--- config.mk ---
export PLATFORM = sky130hd
export DESIGN_NAME = lpht_ctrl
export DESIGN_NICKNAME = d
export VERILOG_FILES = /design/src/rtl/core/lpht_pkg.sv /design/src/rtl/core/lpht_ctrl.sv
export SDC_FILE = /design/constraint.sdc
export NUM_CORES = 1
export LEC_CHECK = 0
export BUFFER_PORTS_ARGS = -buffer_cell sky130_fd_sc_hd__buf_4
export CAP_MARGIN = 0
export CORE_AREA = 10 10 47 49
export CTS_BUF_LIST = sky130_fd_sc_hd__clkbuf_4
export CTS_CLUSTER_DIAMETER = 30
export CTS_CLUSTER_SIZE = 12
export DETAILED_ROUTE_END_ITERATION = 8
export DIE_AREA = 0 0 57 59
export GPL_TIMING_DRIVEN = 0
export PLACE_DENSITY = 0.63
export RECOVER_POWER = 100
export SYNTH_ARGS = -nofsm -noshare
export SYNTH_HDL_FRONTEND = slang
export SYNTH_SLANG_ARGS = --single-unit
--- constraint.sdc ---
create_clock -name clock -period 1 [get_ports clock]
set_input_delay 0.05 -clock clock [delete_from_list [all_inputs] [get_ports clock]]
set_output_delay 0.05 -clock clock [all_outputs]
set_load 0.02 [all_outputs]
--- src/rtl/core/lpht_pkg.sv ---
// ---------------------------------------------------------------------------
// lpht_pkg
// Shared sizes, codes and control structs for the linear probe hash table.
// ---------------------------------------------------------------------------
package lpht_pkg;

   // table geometry
   localparam int TABLE_DEPTH = 256;
   localparam int KEY_WIDTH   = 32;
   localparam int VALUE_WIDTH = 32;
   localparam int IDX_W       = $clog2(TABLE_DEPTH);
   localparam int CNT_W       = 9;                 // bucket count and entry count
   localparam int MOD_CNT_W   = $clog2(IDX_W);     // remainder step counter
   localparam int SLOT_W      = 2;

   localparam logic [CNT_W-1:0] BUCKETS_RESET = CNT_W'(TABLE_DEPTH);

   // request actions
   localparam logic [1:0] ACT_SEARCH = 2'd0;
   localparam logic [1:0] ACT_INSERT = 2'd1;
   localparam logic [1:0] ACT_REMOVE = 2'd2;

   // slot states
   localparam logic [SLOT_W-1:0] SLOT_EMPTY   = 2'd0;
   localparam logic [SLOT_W-1:0] SLOT_USED    = 2'd1;
   localparam logic [SLOT_W-1:0] SLOT_DELETED = 2'd2;

   // result status codes
   localparam logic [1:0] RSP_OK        = 2'd0;
   localparam logic [1:0] RSP_NOT_FOUND = 2'd1;
   localparam logic [1:0] RSP_FULL      = 2'd2;

   // controller to datapath
   typedef struct packed {
      logic load;      // latch the request and set up the probe
      logic mod_step;  // one bit of the home bucket remainder
      logic check;     // evaluate the slot read in the previous cycle
   } dp_cmd_type;

   // datapath to controller
   typedef struct packed {
      logic             home_in_range;  // home bucket already below the count
      logic             stop;           // probe ends at this slot
      logic [CNT_W-1:0] entry_count;
   } dp_stat_type;

endpackage

--- src/rtl/core/lpht_ctrl.sv ---
// ---------------------------------------------------------------------------
// lpht_ctrl
// Sequencer: request accept, home bucket remainder, probe read and check.
// ---------------------------------------------------------------------------
module lpht_ctrl (
   input  logic                  clock,
   input  logic                  reset,
   input  logic                  start,
   output logic                  busy,
   output logic                  rsp_strobe,
   output lpht_pkg::dp_cmd_type  cmd,
   input  lpht_pkg::dp_stat_type stat
);

   typedef enum logic [1:0] {
      S_IDLE,
      S_MOD,
      S_READ,
      S_CHECK
   } state_type;

   localparam logic [lpht_pkg::MOD_CNT_W-1:0] MOD_LAST =
      lpht_pkg::MOD_CNT_W'(lpht_pkg::IDX_W - 1);

   state_type                        state_ff;
   logic [lpht_pkg::MOD_CNT_W-1:0]   mod_cnt_ff;
   logic                             busy_ff;
   logic                             strobe_ff;

   // datapath commands
   assign cmd.load     = (state_ff == S_IDLE) && start;
   assign cmd.mod_step = (state_ff == S_MOD);
   assign cmd.check    = (state_ff == S_CHECK);

   // state and registered outputs
   always_ff @(posedge clock) begin
      if (reset) begin
         state_ff   <= S_IDLE;
         mod_cnt_ff <= '0;
         busy_ff    <= 1'b0;
         strobe_ff  <= 1'b0;
      end else begin
         strobe_ff <= 1'b0;
         unique case (state_ff)
            S_IDLE: begin
               if (start) begin
                  busy_ff    <= 1'b1;
                  mod_cnt_ff <= '0;
                  state_ff   <= stat.home_in_range ? S_READ : S_MOD;
               end
            end
            S_MOD: begin
               mod_cnt_ff <= mod_cnt_ff + lpht_pkg::MOD_CNT_W'(1);
               if (mod_cnt_ff == MOD_LAST) begin
                  state_ff <= S_READ;
               end
            end
            S_READ: begin
               state_ff <= S_CHECK;
            end
            S_CHECK: begin
               if (stat.stop) begin
                  state_ff  <= S_IDLE;
                  busy_ff   <= 1'b0;
                  strobe_ff <= 1'b1;
               end else begin
                  state_ff <= S_READ;
               end
            end
            default: begin
               state_ff <= S_IDLE;
            end
         endcase
      end
   end

   assign busy       = busy_ff;
   assign rsp_strobe = strobe_ff;

endmodule
==> metrics.cfg, run 1 <==
[routing]
postRouteAntennaNets = 0
finalWirelength_um = 805
num_vias = 317
viasPerCell = 4.53
drt_pass1_iterations = 2
wire_per_inst_um = 11.5
drtIter0Drc = 1
drc = 0

[power_and_ir_drop]
p_leak_nw = 0.225
peakVddDrop_mv = 0.903
p_per_area_nw_per_um2 = 1500

[placed_design]
io_buffer_count = 8
dp_cells = 59
routabilityCongestion = 0.664
hpwl_um = 511

[timing]
fmax_ghz = 0.820
min_period_ns = 1.22
rsz0062_at_grt = true
hold_slack_ns = 0.0972
skew_ns = 0.00151
finalHoldViolations = 0
min_period_over_period_pct = 122
slew_headroom_pct = 82.1
worst_pin_slew_ns = 0.269
worst_slack_ns = -0.219
setup_violations = 9
slew_viol_final = 0

[cts]
clk_latency_ns = 0.25
htreeDepth = 1
clk_pin_slew_worst_paths_ns = 0.05
cts_tree = done
clkSinkCount = 7
numCtsBuffers = 3
cts_buffer_depth = 2
clock-root-buffer = clkbuf_4

[worst_setup_path]
ff2ff_path_depth = 4
end_kind = primary output
cp_max_fo = 2
worstPathArrival_ns = 1.17
crit_family = simple AND/OR/NAND/NOR gates
cp.required_ns = 0.95
cp_slowest_stage_delay_ns = 0.41
critPathBufInv = 2
reg2reg_from = state_ff[1]
cpMaxStageDelayCell = or3b_4
worstPathCellList = or3b_4 > inv_2 > buf_6
start_kind = register
timing.rr.end = mod_cnt_ff[1]
r2r_slack_ns = -0.15
worst-setup-path-type = reg -> out

[synth]
synth_seq_cells = 7
synthArstFlopShare_pct = 0
syn_area_per_cell_um2 = 9.33
synth_cell_types = 17
yosysMostFrequentCell = dfxtp_1
synth_edf_count = 0
synth_common_cells = 7 x dfxtp_1, 5 x a21oi_1, 4 x nand3_1, 3 x nand2_1
netlist_top_cells_area = dfxtp_1 43%, a21oi_1 7.7%, ha_1 7.7%
ys_warn_count = 0
ys.flop_type = dfxtp_1
ys_seq_area_share_pct = 42.9
synth_area_um2 = 327
yosys.area.top_type = dfxtp_1
syn_nets = 51
syn-instance-count = 35
yosysTopAreaCellShare_pct = 42.9

[floorplan]
coreArea_um2 = 1400
die_w_um = 57
io_pins = 19
initial_core_util_pct = 23.3
rows = 14
die_height_um = 59
die_area_um2 = 3360

[global_route]
grt_first_pass_wirelength_mm = 1.36
overflow = 0
grtUsageTotal_pct = 5.37
antenna_found_initial = 0
grt_pass1_vias = 316
grt_max_degree = 9

[finish]
drive_gt1_share_pct = 57.4
fillers = 146
final_nets = 71
stdcell_count = 70
area_delta_synth_final_pct = 70.1
antenna_cells = 0

[min_path]
hp-start = stat[10]
hold_class = in -> reg
hold-path-cell-count = 3
whs_endpoint = state_ff[1]

[flow_run]
maxCapViolCount = 0

[status]
status = finished with violations
violations = negative setup slack

-- placed cells by master, fill, tap and decap left out, types with 2 or more instances in the layout --
| master | instances |
|---|---|
| a21oi_1 | 3 |
| a21oi_2 | 2 |
| buf_4 | 6 |
| buf_6 | 4 |
| clkbuf_1 | 2 |
| clkbuf_4 | 4 |
| dfxtp_1 | 3 |
| dfxtp_2 | 2 |
| dfxtp_4 | 2 |
| dlygate4sd3_1 | 2 |
| ha_4 | 2 |
| nand2_1 | 3 |
| nand3_1 | 4 |
| nor2_1 | 2 |
-- routing by layer --
layer	global-route usage [%]	up-vias	wire [µm]
met5	0	-	0
met4	3.02	0	14
met3	4.51	2	77
met2	8.37	11	390
met1	4.77	142	322
li1	-	162	-
-- worst max path at each step --
stage / from / endpoint / depth (start not counted)
3_3_place_gp: state_ff[0] / mod_cnt_ff[0] / 3
3_5_place_dp: state_ff[0] / mod_cnt_ff[1] / 3
5_1_grt: state_ff[1] / cmd[2] / 3
2_1_floorplan: state_ff[1] / mod_cnt_ff[0] / 4
6_report: state_ff[1] / cmd[2] / 3
4_1_cts: state_ff[0] / cmd[2] / 3
-- layout make-up --
cell class	instances	area, µm²	share of cell area, %
Buffer	1	15.0	2.70
Tap cell	16	20.0	3.60
Multi-Input combinational cell	25	208	37.4
Sequential cell	7	150	27.0
Timing Repair Buffer	15	123	22.1
Inverter	2	10.0	1.80
Clock buffer	4	30.0	5.41
-- cell families (layout without fill, tap and decap cells) --
group,after synthesis,count (layout),share of synthesized area (%)
AOI/OAI and AO/OA,8,8,16.1
buffers and inverters,3,22,6.90
DFF,7,7,42.9
adders and majority gates,2,2,7.66
and+or+nand+nor,15,15,26.4
-- sequential cells by signal, summed over array words and instances, names as in the netlist --
register and count:
state_ff 2, mod_cnt_ff 3, busy 1, rsp_strobe 1
-- tightest hold or removal path, delay by kind of cell --
kind	cells	cell delay, ns
buffers and inverters	1	0.11
and+or+nand+nor	1	0.09
AOI/OAI and AO/OA	1	0.06
-- per-stage QoR --
stage                     util (%)  total power, mW  worst slack, ns  TNS [ns]  area [µm²]
final                         39.6            0.835           -0.219    -0.981         556
after CTS                     37.8            0.825           -0.216    -0.806         529
after global routing          39.6            0.891           -0.249     -1.31         556
after global placement        29.3            0.470          -0.0508    -0.221         410
after detailed placement      29.3            0.472          -0.0498    -0.252         410
after floorplan                  -            0.417          0.00458         0         330
-- where the power goes --
group          internal [mW]  total, mW  switching, mW  leakage [nW]
registers              0.302      0.316         0.0140        0.0595
logic                  0.117      0.227          0.110         0.147
clock network          0.180      0.292          0.112        0.0184
-- timing repair --
item,CTS,global route
pin swaps,1,3
setup buffers,3,2
endpoints found under the hold margin,7,0
gates cloned,0,0
endpoints found under the setup margin,8,9
resized for setup,15,7
hold buffers,2,0
No activity file was read; power rests on OpenSTA's default activity.
==> run 2, diff against run 1 <==
--- a/config.mk
+++ b/config.mk
@@ -5,7 +5,6 @@
 export SDC_FILE = /design/constraint.sdc
 export NUM_CORES = 1
 export LEC_CHECK = 0
-export BUFFER_PORTS_ARGS = -buffer_cell sky130_fd_sc_hd__buf_4
 export CAP_MARGIN = 0
 export CORE_AREA = 10 10 47 49
 export CTS_BUF_LIST = sky130_fd_sc_hd__clkbuf_4
@@ -13,8 +12,9 @@
 export CTS_CLUSTER_SIZE = 12
 export DETAILED_ROUTE_END_ITERATION = 8
 export DIE_AREA = 0 0 57 59
+export DONT_BUFFER_PORTS = 1
 export GPL_TIMING_DRIVEN = 0
-export PLACE_DENSITY = 0.63
+export PLACE_DENSITY = 0.5
 export RECOVER_POWER = 100
 export SYNTH_ARGS = -nofsm -noshare
 export SYNTH_HDL_FRONTEND = slang
==> run 2 against run 1 <==
Effect of this change: the flow still finishes with violations (negative setup slack); first-iteration DRC count grew to 8.0 times the previous value; clock power hardly changed; critical path depth is 1 lower; worst hold slack worse by 0.040 ns; sequential cell count stayed put; design area is 9.5% lower; core utilization is 3.7 points lower; global-route usage is 0.17 points higher; sequential share of layout area is 2.8 points higher; via count is 9.1% lower; maximum frequency is 4.7% higher.
==> metrics.cfg, run 2 (synthesis gave the netlist of run 1 again) <==
[worst_setup_path]
worst-setup-path-type = reg -> out  ; unchanged
end_kind = primary output  ; unchanged
start_kind = register  ; unchanged
worstPathArrival_ns = 1.11  ; was 1.17 ns
ff2ff_path_depth = 4  ; unchanged
cp_max_fo = 4  ; was 2
crit_family = simple AND/OR/NAND/NOR gates  ; unchanged
worstPathCellList = or3b_4 > inv_4  ; was or3b_4 > inv_2 > buf_6
cpMaxStageDelayCell = or3b_4  ; unchanged
cp_slowest_stage_delay_ns = 0.43  ; was 0.41 ns
critPathBufInv = 1  ; was 2
path_depth = 2  ; was 3
cp.required_ns = 0.95  ; about the same

[floorplan]
io_pins = 19  ; unchanged
initial_core_util_pct = 23.3  ; unchanged
die_height_um = 59  ; unchanged
rows = 14  ; unchanged
coreArea_um2 = 1400  ; unchanged
die_w_um = 57  ; unchanged
die_area_um2 = 3360  ; unchanged

[finish]
stdcell_count = 63  ; was 70
fillers = 151  ; was 146
top_regs = mod_cnt_ff: 3 flops, state_ff: 2 flops  ; unchanged
area_delta_synth_final_pct = 54.0  ; was 70.1%
mostFrequentLayoutCells = 4 x a21oi_1, 4 x clkbuf_4, 4 x dlygate4sd3_1, 4 x buf_4  ; was 6 x buf_4, 4 x nand3_1, 4 x clkbuf_4, 4 x buf_6
drive_gt1_share_pct = 48.9  ; was 57.4%
design_area_um2 = 503  ; was 556 µm²
final_nets = 64  ; was 71
largest_register_ffs = 3  ; unchanged
antenna_cells = 0  ; unchanged
final_core_util_pct = 35.9  ; was 39.6%
regMostFlops = mod_cnt_ff  ; unchanged

[routing]
postRouteAntennaNets = 0  ; unchanged
viasPerCell = 4.57  ; was 4.53
drt_pass1_iterations = 3  ; was 2
finalWirelength_um = 802  ; was 805 µm
drc = 0  ; unchanged
num_vias = 288  ; was 317
wire_per_inst_um = 12.7  ; was 11.5 µm
drtIter0Drc = 8  ; was 1

[cts]
cts_tree = done  ; unchanged
htreeDepth = 1  ; unchanged
cts_buffer_depth = 2  ; unchanged
clock-root-buffer = clkbuf_4  ; unchanged
clk_pin_slew_worst_paths_ns = 0.06  ; was 0.05 ns
clkSinkCount = 7  ; unchanged
clk_latency_ns = 0.25  ; about the same
numCtsBuffers = 3  ; unchanged

[power_and_ir_drop]
p_per_area_nw_per_um2 = 1570  ; was 1500 nW/µm²
peakVddDrop_mv = 0.769  ; was 0.903 mV
p_leak_nw = 0.183  ; was 0.225 nW

[min_path]
hold-path-cell-count = 3  ; unchanged
hold_class = in -> reg  ; unchanged

[flow_run]
maxCapViolCount = 0  ; unchanged

[status]
status = finished with violations  ; unchanged
violations = negative setup slack  ; unchanged

[timing]
rsz0062_at_grt = true  ; unchanged
worst_slack_ns = -0.165  ; was -0.219 ns
slew_headroom_pct = 84.4  ; was 82.1%
finalHoldViolations = 0  ; unchanged
skew_ns = 0.00465  ; was 0.00151 ns
min_period_ns = 1.16  ; was 1.22 ns
setup_violations = 6  ; was 9
fmax_ghz = 0.859  ; was 0.820 GHz
slew_viol_final = 0  ; unchanged
min_period_over_period_pct = 116  ; was 122%
worst_pin_slew_ns = 0.234  ; was 0.269 ns
hold_slack_ns = 0.0572  ; was 0.0972 ns
tns_ns = -0.626  ; was -0.981 ns

[global_route]
grt_use_met2_pct = 8.53  ; was 8.37%
use_met3_pct = 4.94  ; was 4.51%
grt_first_pass_wirelength_mm = 1.43  ; was 1.36 mm
antenna_found_initial = 0  ; unchanged
grtUsageTotal_pct = 5.54  ; was 5.37%
grt_max_degree = 9  ; unchanged
grtUsageMet1_pct = 5.24  ; was 4.77%
grt-busiest-layer = met2  ; unchanged
overflow = 0  ; unchanged
grt_pass1_vias = 303  ; was 316

[placed_design]
routabilityCongestion = 0.632  ; was 0.664
dp_cells = 51  ; was 59
placed_area_um2 = 350  ; was 410 µm²
hpwl_um = 514  ; was 511 µm
io_buffer_count = 0  ; was 8

-- run 2: cell count changes in the layout (fill, tap and decap cells not counted) --
cell / previous run / this run
buf_6: 4 / 0
nand3_1: 4 / 3
clkinvlp_4: 0 / 1
clkbuf_2: 1 / 0
o31ai_1: 0 / 1
a21oi_1: 3 / 4
nand3_2: 0 / 1
o31ai_2: 1 / 0
a21oi_2: 2 / 1
clkbuf_1: 2 / 0
dlygate4sd3_1: 2 / 4
inv_2: 1 / 0
buf_4: 6 / 4
-- run 2: tightest hold or removal path, cell delays in order --
cell and delay (ns):
nor2b_1 0.09, o21ai_0 0.08, o31ai_1 0.06
-- run 2: final timing paths --
kind                  from       endpoint  slack (ns)
min reg2reg  mod_cnt_ff[1]  mod_cnt_ff[1]        0.49
max reg2reg    state_ff[0]  mod_cnt_ff[2]       -0.16
max            state_ff[0]         cmd[2]       -0.16
min               stat[10]    state_ff[0]        0.06
-- run 2: what timing repair did --
action,CTS,global route
endpoints found under the hold margin,6,0
hold buffers,4,0
endpoints found under the setup margin,8,9
pin swaps,2,0
resized for setup,15,1
setup buffers,4,0
-- run 2: layout make-up --
class / count / area (µm²) / share of cell area (%)
buffer: 1 / 15.0 / 2.99
clock buffer: 4 / 30.0 / 5.97
inverter: 2 / 13.8 / 2.74
multi-input combinational: 25 / 204 / 40.5
sequential: 7 / 150 / 29.9
tap: 16 / 20.0 / 3.98
timing repair buffer: 8 / 70.1 / 13.9
-- run 2: stage by stage --
stage          power, mW  setup slack [ns]
6_report           0.791            -0.165
4_1_cts            0.801            -0.167
3_3_place_gp       0.438            -0.123
3_5_place_dp       0.437            -0.109
2_1_floorplan      0.417           0.00458
5_1_grt            0.841            -0.196
-- run 2: report_power, final --
| group | internal (mW) | total [mW] | switching [mW] |
|---|---|---|---|
| sequential | 0.301 | 0.327 | 0.0256 |
| combinational | 0.0867 | 0.175 | 0.0884 |
| clock | 0.180 | 0.289 | 0.109 |
-- run 2: metal layers --
metal / part of all wire, % / up-vias
li1: - / 149
met1: 43 / 129
met2: 44 / 10
met3: 12 / 0
met4: 0 / 0
met5: 0 / -
==> run 3, diff against run 2 <==
--- a/config.mk
+++ b/config.mk
@@ -14,6 +14,7 @@
 export DIE_AREA = 0 0 57 59
 export DONT_BUFFER_PORTS = 1
 export GPL_TIMING_DRIVEN = 0
+export HOLD_SLACK_MARGIN = 0.08
 export PLACE_DENSITY = 0.5
 export RECOVER_POWER = 100
 export SYNTH_ARGS = -nofsm -noshare
==> run 3 against run 2 <==
Effect of this change: the flow still finishes with violations (negative setup slack); via count is 0.69% higher; worst hold slack improved by 0.19 ns; die area unchanged; wire length decreased by 0.75%; non-clock buffer count unchanged; maximum frequency is the same; design area did not move; sequential power about the same; combinational power about the same; clock skew is the same; critical path type unchanged.
==> metrics.cfg, run 3 (synthesis gave the netlist of run 1 again) <==
[worst_setup_path]
start_kind = register  ; unchanged
worst-setup-path-type = reg -> out  ; unchanged
end_kind = primary output  ; unchanged
cp_max_fo = 4  ; unchanged
worstPathArrival_ns = 1.11  ; about the same
cp.required_ns = 0.95  ; about the same

[routing]
num_vias = 290  ; was 288
met2_length_um = 360  ; was 356 µm
route.met3.wl_um = 86  ; was 97 µm
met1_length_um = 349  ; was 348 µm
postRouteAntennaNets = 0  ; unchanged
drc = 0  ; unchanged
drt_pass1_iterations = 3  ; unchanged
viasPerCell = 4.60  ; was 4.57
wire_per_inst_um = 12.6  ; was 12.7 µm
drtIter0Drc = 8  ; unchanged
finalWirelength_um = 796  ; was 802 µm
dr.max_layer_used = met3  ; unchanged

[placed_design]
routabilityCongestion = 0.632  ; unchanged
dp_worst_setup_slack_ns = -0.109  ; unchanged
dp_cells = 51  ; unchanged
hpwl_um = 514  ; unchanged
io_buffer_count = 0  ; unchanged

[finish]
antenna_cells = 0  ; unchanged
area_delta_synth_final_pct = 54.0  ; unchanged
mostFrequentLayoutCells = 4 x a21oi_1, 4 x clkbuf_4, 4 x dlygate4sd3_1, 4 x buf_4  ; unchanged
regMostFlops = mod_cnt_ff  ; unchanged
largest_register_ffs = 3  ; unchanged
drive_gt1_share_pct = 48.9  ; unchanged
stdcell_count = 63  ; unchanged
final_core_util_pct = 35.9  ; unchanged
top_regs = mod_cnt_ff: 3 flops, state_ff: 2 flops  ; unchanged
final_nets = 64  ; unchanged

[floorplan]
die_area_um2 = 3360  ; unchanged
io_pins = 19  ; unchanged
die_w_um = 57  ; unchanged
initial_core_util_pct = 23.3  ; unchanged
die_height_um = 59  ; unchanged
coreArea_um2 = 1400  ; unchanged
rows = 14  ; unchanged

[global_route]
grt_pass1_vias = 302  ; was 303
grtUsageTotal_pct = 5.50  ; was 5.54%
grt_first_pass_wirelength_mm = 1.41  ; was 1.43 mm
overflow = 0  ; unchanged
antenna_found_initial = 0  ; unchanged
grt_max_degree = 9  ; unchanged

[timing]
setup_violations = 6  ; unchanged
fmax_ghz = 0.859  ; unchanged
slew_headroom_pct = 84.4  ; unchanged
finalHoldViolations = 0  ; unchanged
skew_ns = 0.00465  ; unchanged
rsz0062_at_grt = true  ; unchanged
worst_pin_slew_ns = 0.234  ; unchanged
worst_slack_ns = -0.165  ; unchanged
slew_viol_final = 0  ; unchanged
tns_ns = -0.626  ; about the same
min_period_over_period_pct = 116  ; unchanged
min_period_ns = 1.16  ; unchanged

[power_and_ir_drop]
peakVddDrop_mv = 0.769  ; about the same
p_total_uw = 792  ; was 791 µW
p_leak_nw = 0.183  ; unchanged
p_per_area_nw_per_um2 = 1570  ; about the same

[status]
violations = negative setup slack  ; unchanged
status = finished with violations  ; unchanged

[min_path]
hold_class = in -> reg  ; unchanged

[flow_run]
maxCapViolCount = 0  ; unchanged

[cts]
cts_tree = done  ; unchanged
cts_buffer_depth = 2  ; unchanged
htreeDepth = 1  ; unchanged
clkSinkCount = 7  ; unchanged
clk_latency_ns = 0.25  ; about the same
clock-root-buffer = clkbuf_4  ; unchanged
numCtsBuffers = 3  ; unchanged
clk_pin_slew_worst_paths_ns = 0.06  ; about the same

## run 3: cell counts in the layout (fill, tap and decap cells not counted)
Identical to the previous run, type by type.
## run 3: worst max-delay path, cell delays in order, from the launching register on
cell and delay (ns):
dfxtp_4 0.34, or3b_4 0.43, inv_4 0.10
## run 3: repair_timing
| item | 4_1_cts | 5_1_grt |
|---|---|---|
| hold buffers | 4 | 0 |
| setup endpoints to repair | 8 | 9 |
| buffers inserted | 4 | 0 |
| hold endpoints to repair | 7 | 0 |
| gates resized for setup | 15 | 1 |
| pin swaps | 2 | 0 |
## run 3: metrics by stage
step           area, µm²  hold WS (ns)
2_1_floorplan        330         0.133
3_3_place_gp         350         0.138
3_5_place_dp         350         0.141
4_1_cts              500         0.249
5_1_grt              503         0.263
6_report             503         0.251
## run 3: final cells by class
type	count	area, µm²
Buffer	1	15.0
Multi-Input combinational cell	25	204
Clock buffer	4	30.0
Tap cell	16	20.0
Inverter	2	13.8
Timing Repair Buffer	8	70.1
Sequential cell	7	150
Fill cell	151	898
## run 3: power breakdown
group	switching, mW	internal (mW)	leakage, nW
combinational	0.0891	0.0867	0.105
clock	0.109	0.180	0.0184
sequential	0.0256	0.301	0.0594
total	0.224	0.568	0.183
## run 3: worst paths after layout
check           startpoint             to  slack (ns)  depth (start not counted)
max reg2reg    state_ff[0]  mod_cnt_ff[2]       -0.16                          4
min                  start           busy        0.25                          3
max            state_ff[0]         cmd[2]       -0.16                          2
min reg2reg  mod_cnt_ff[1]  mod_cnt_ff[1]        0.49                          2
## run 3: per-layer routing
metal	vias to the layer above	track usage (%)
met5	-	0
met4	0	2.01
met3	0	4.72
met2	10	8.53
met1	132	5.24
li1	148	-
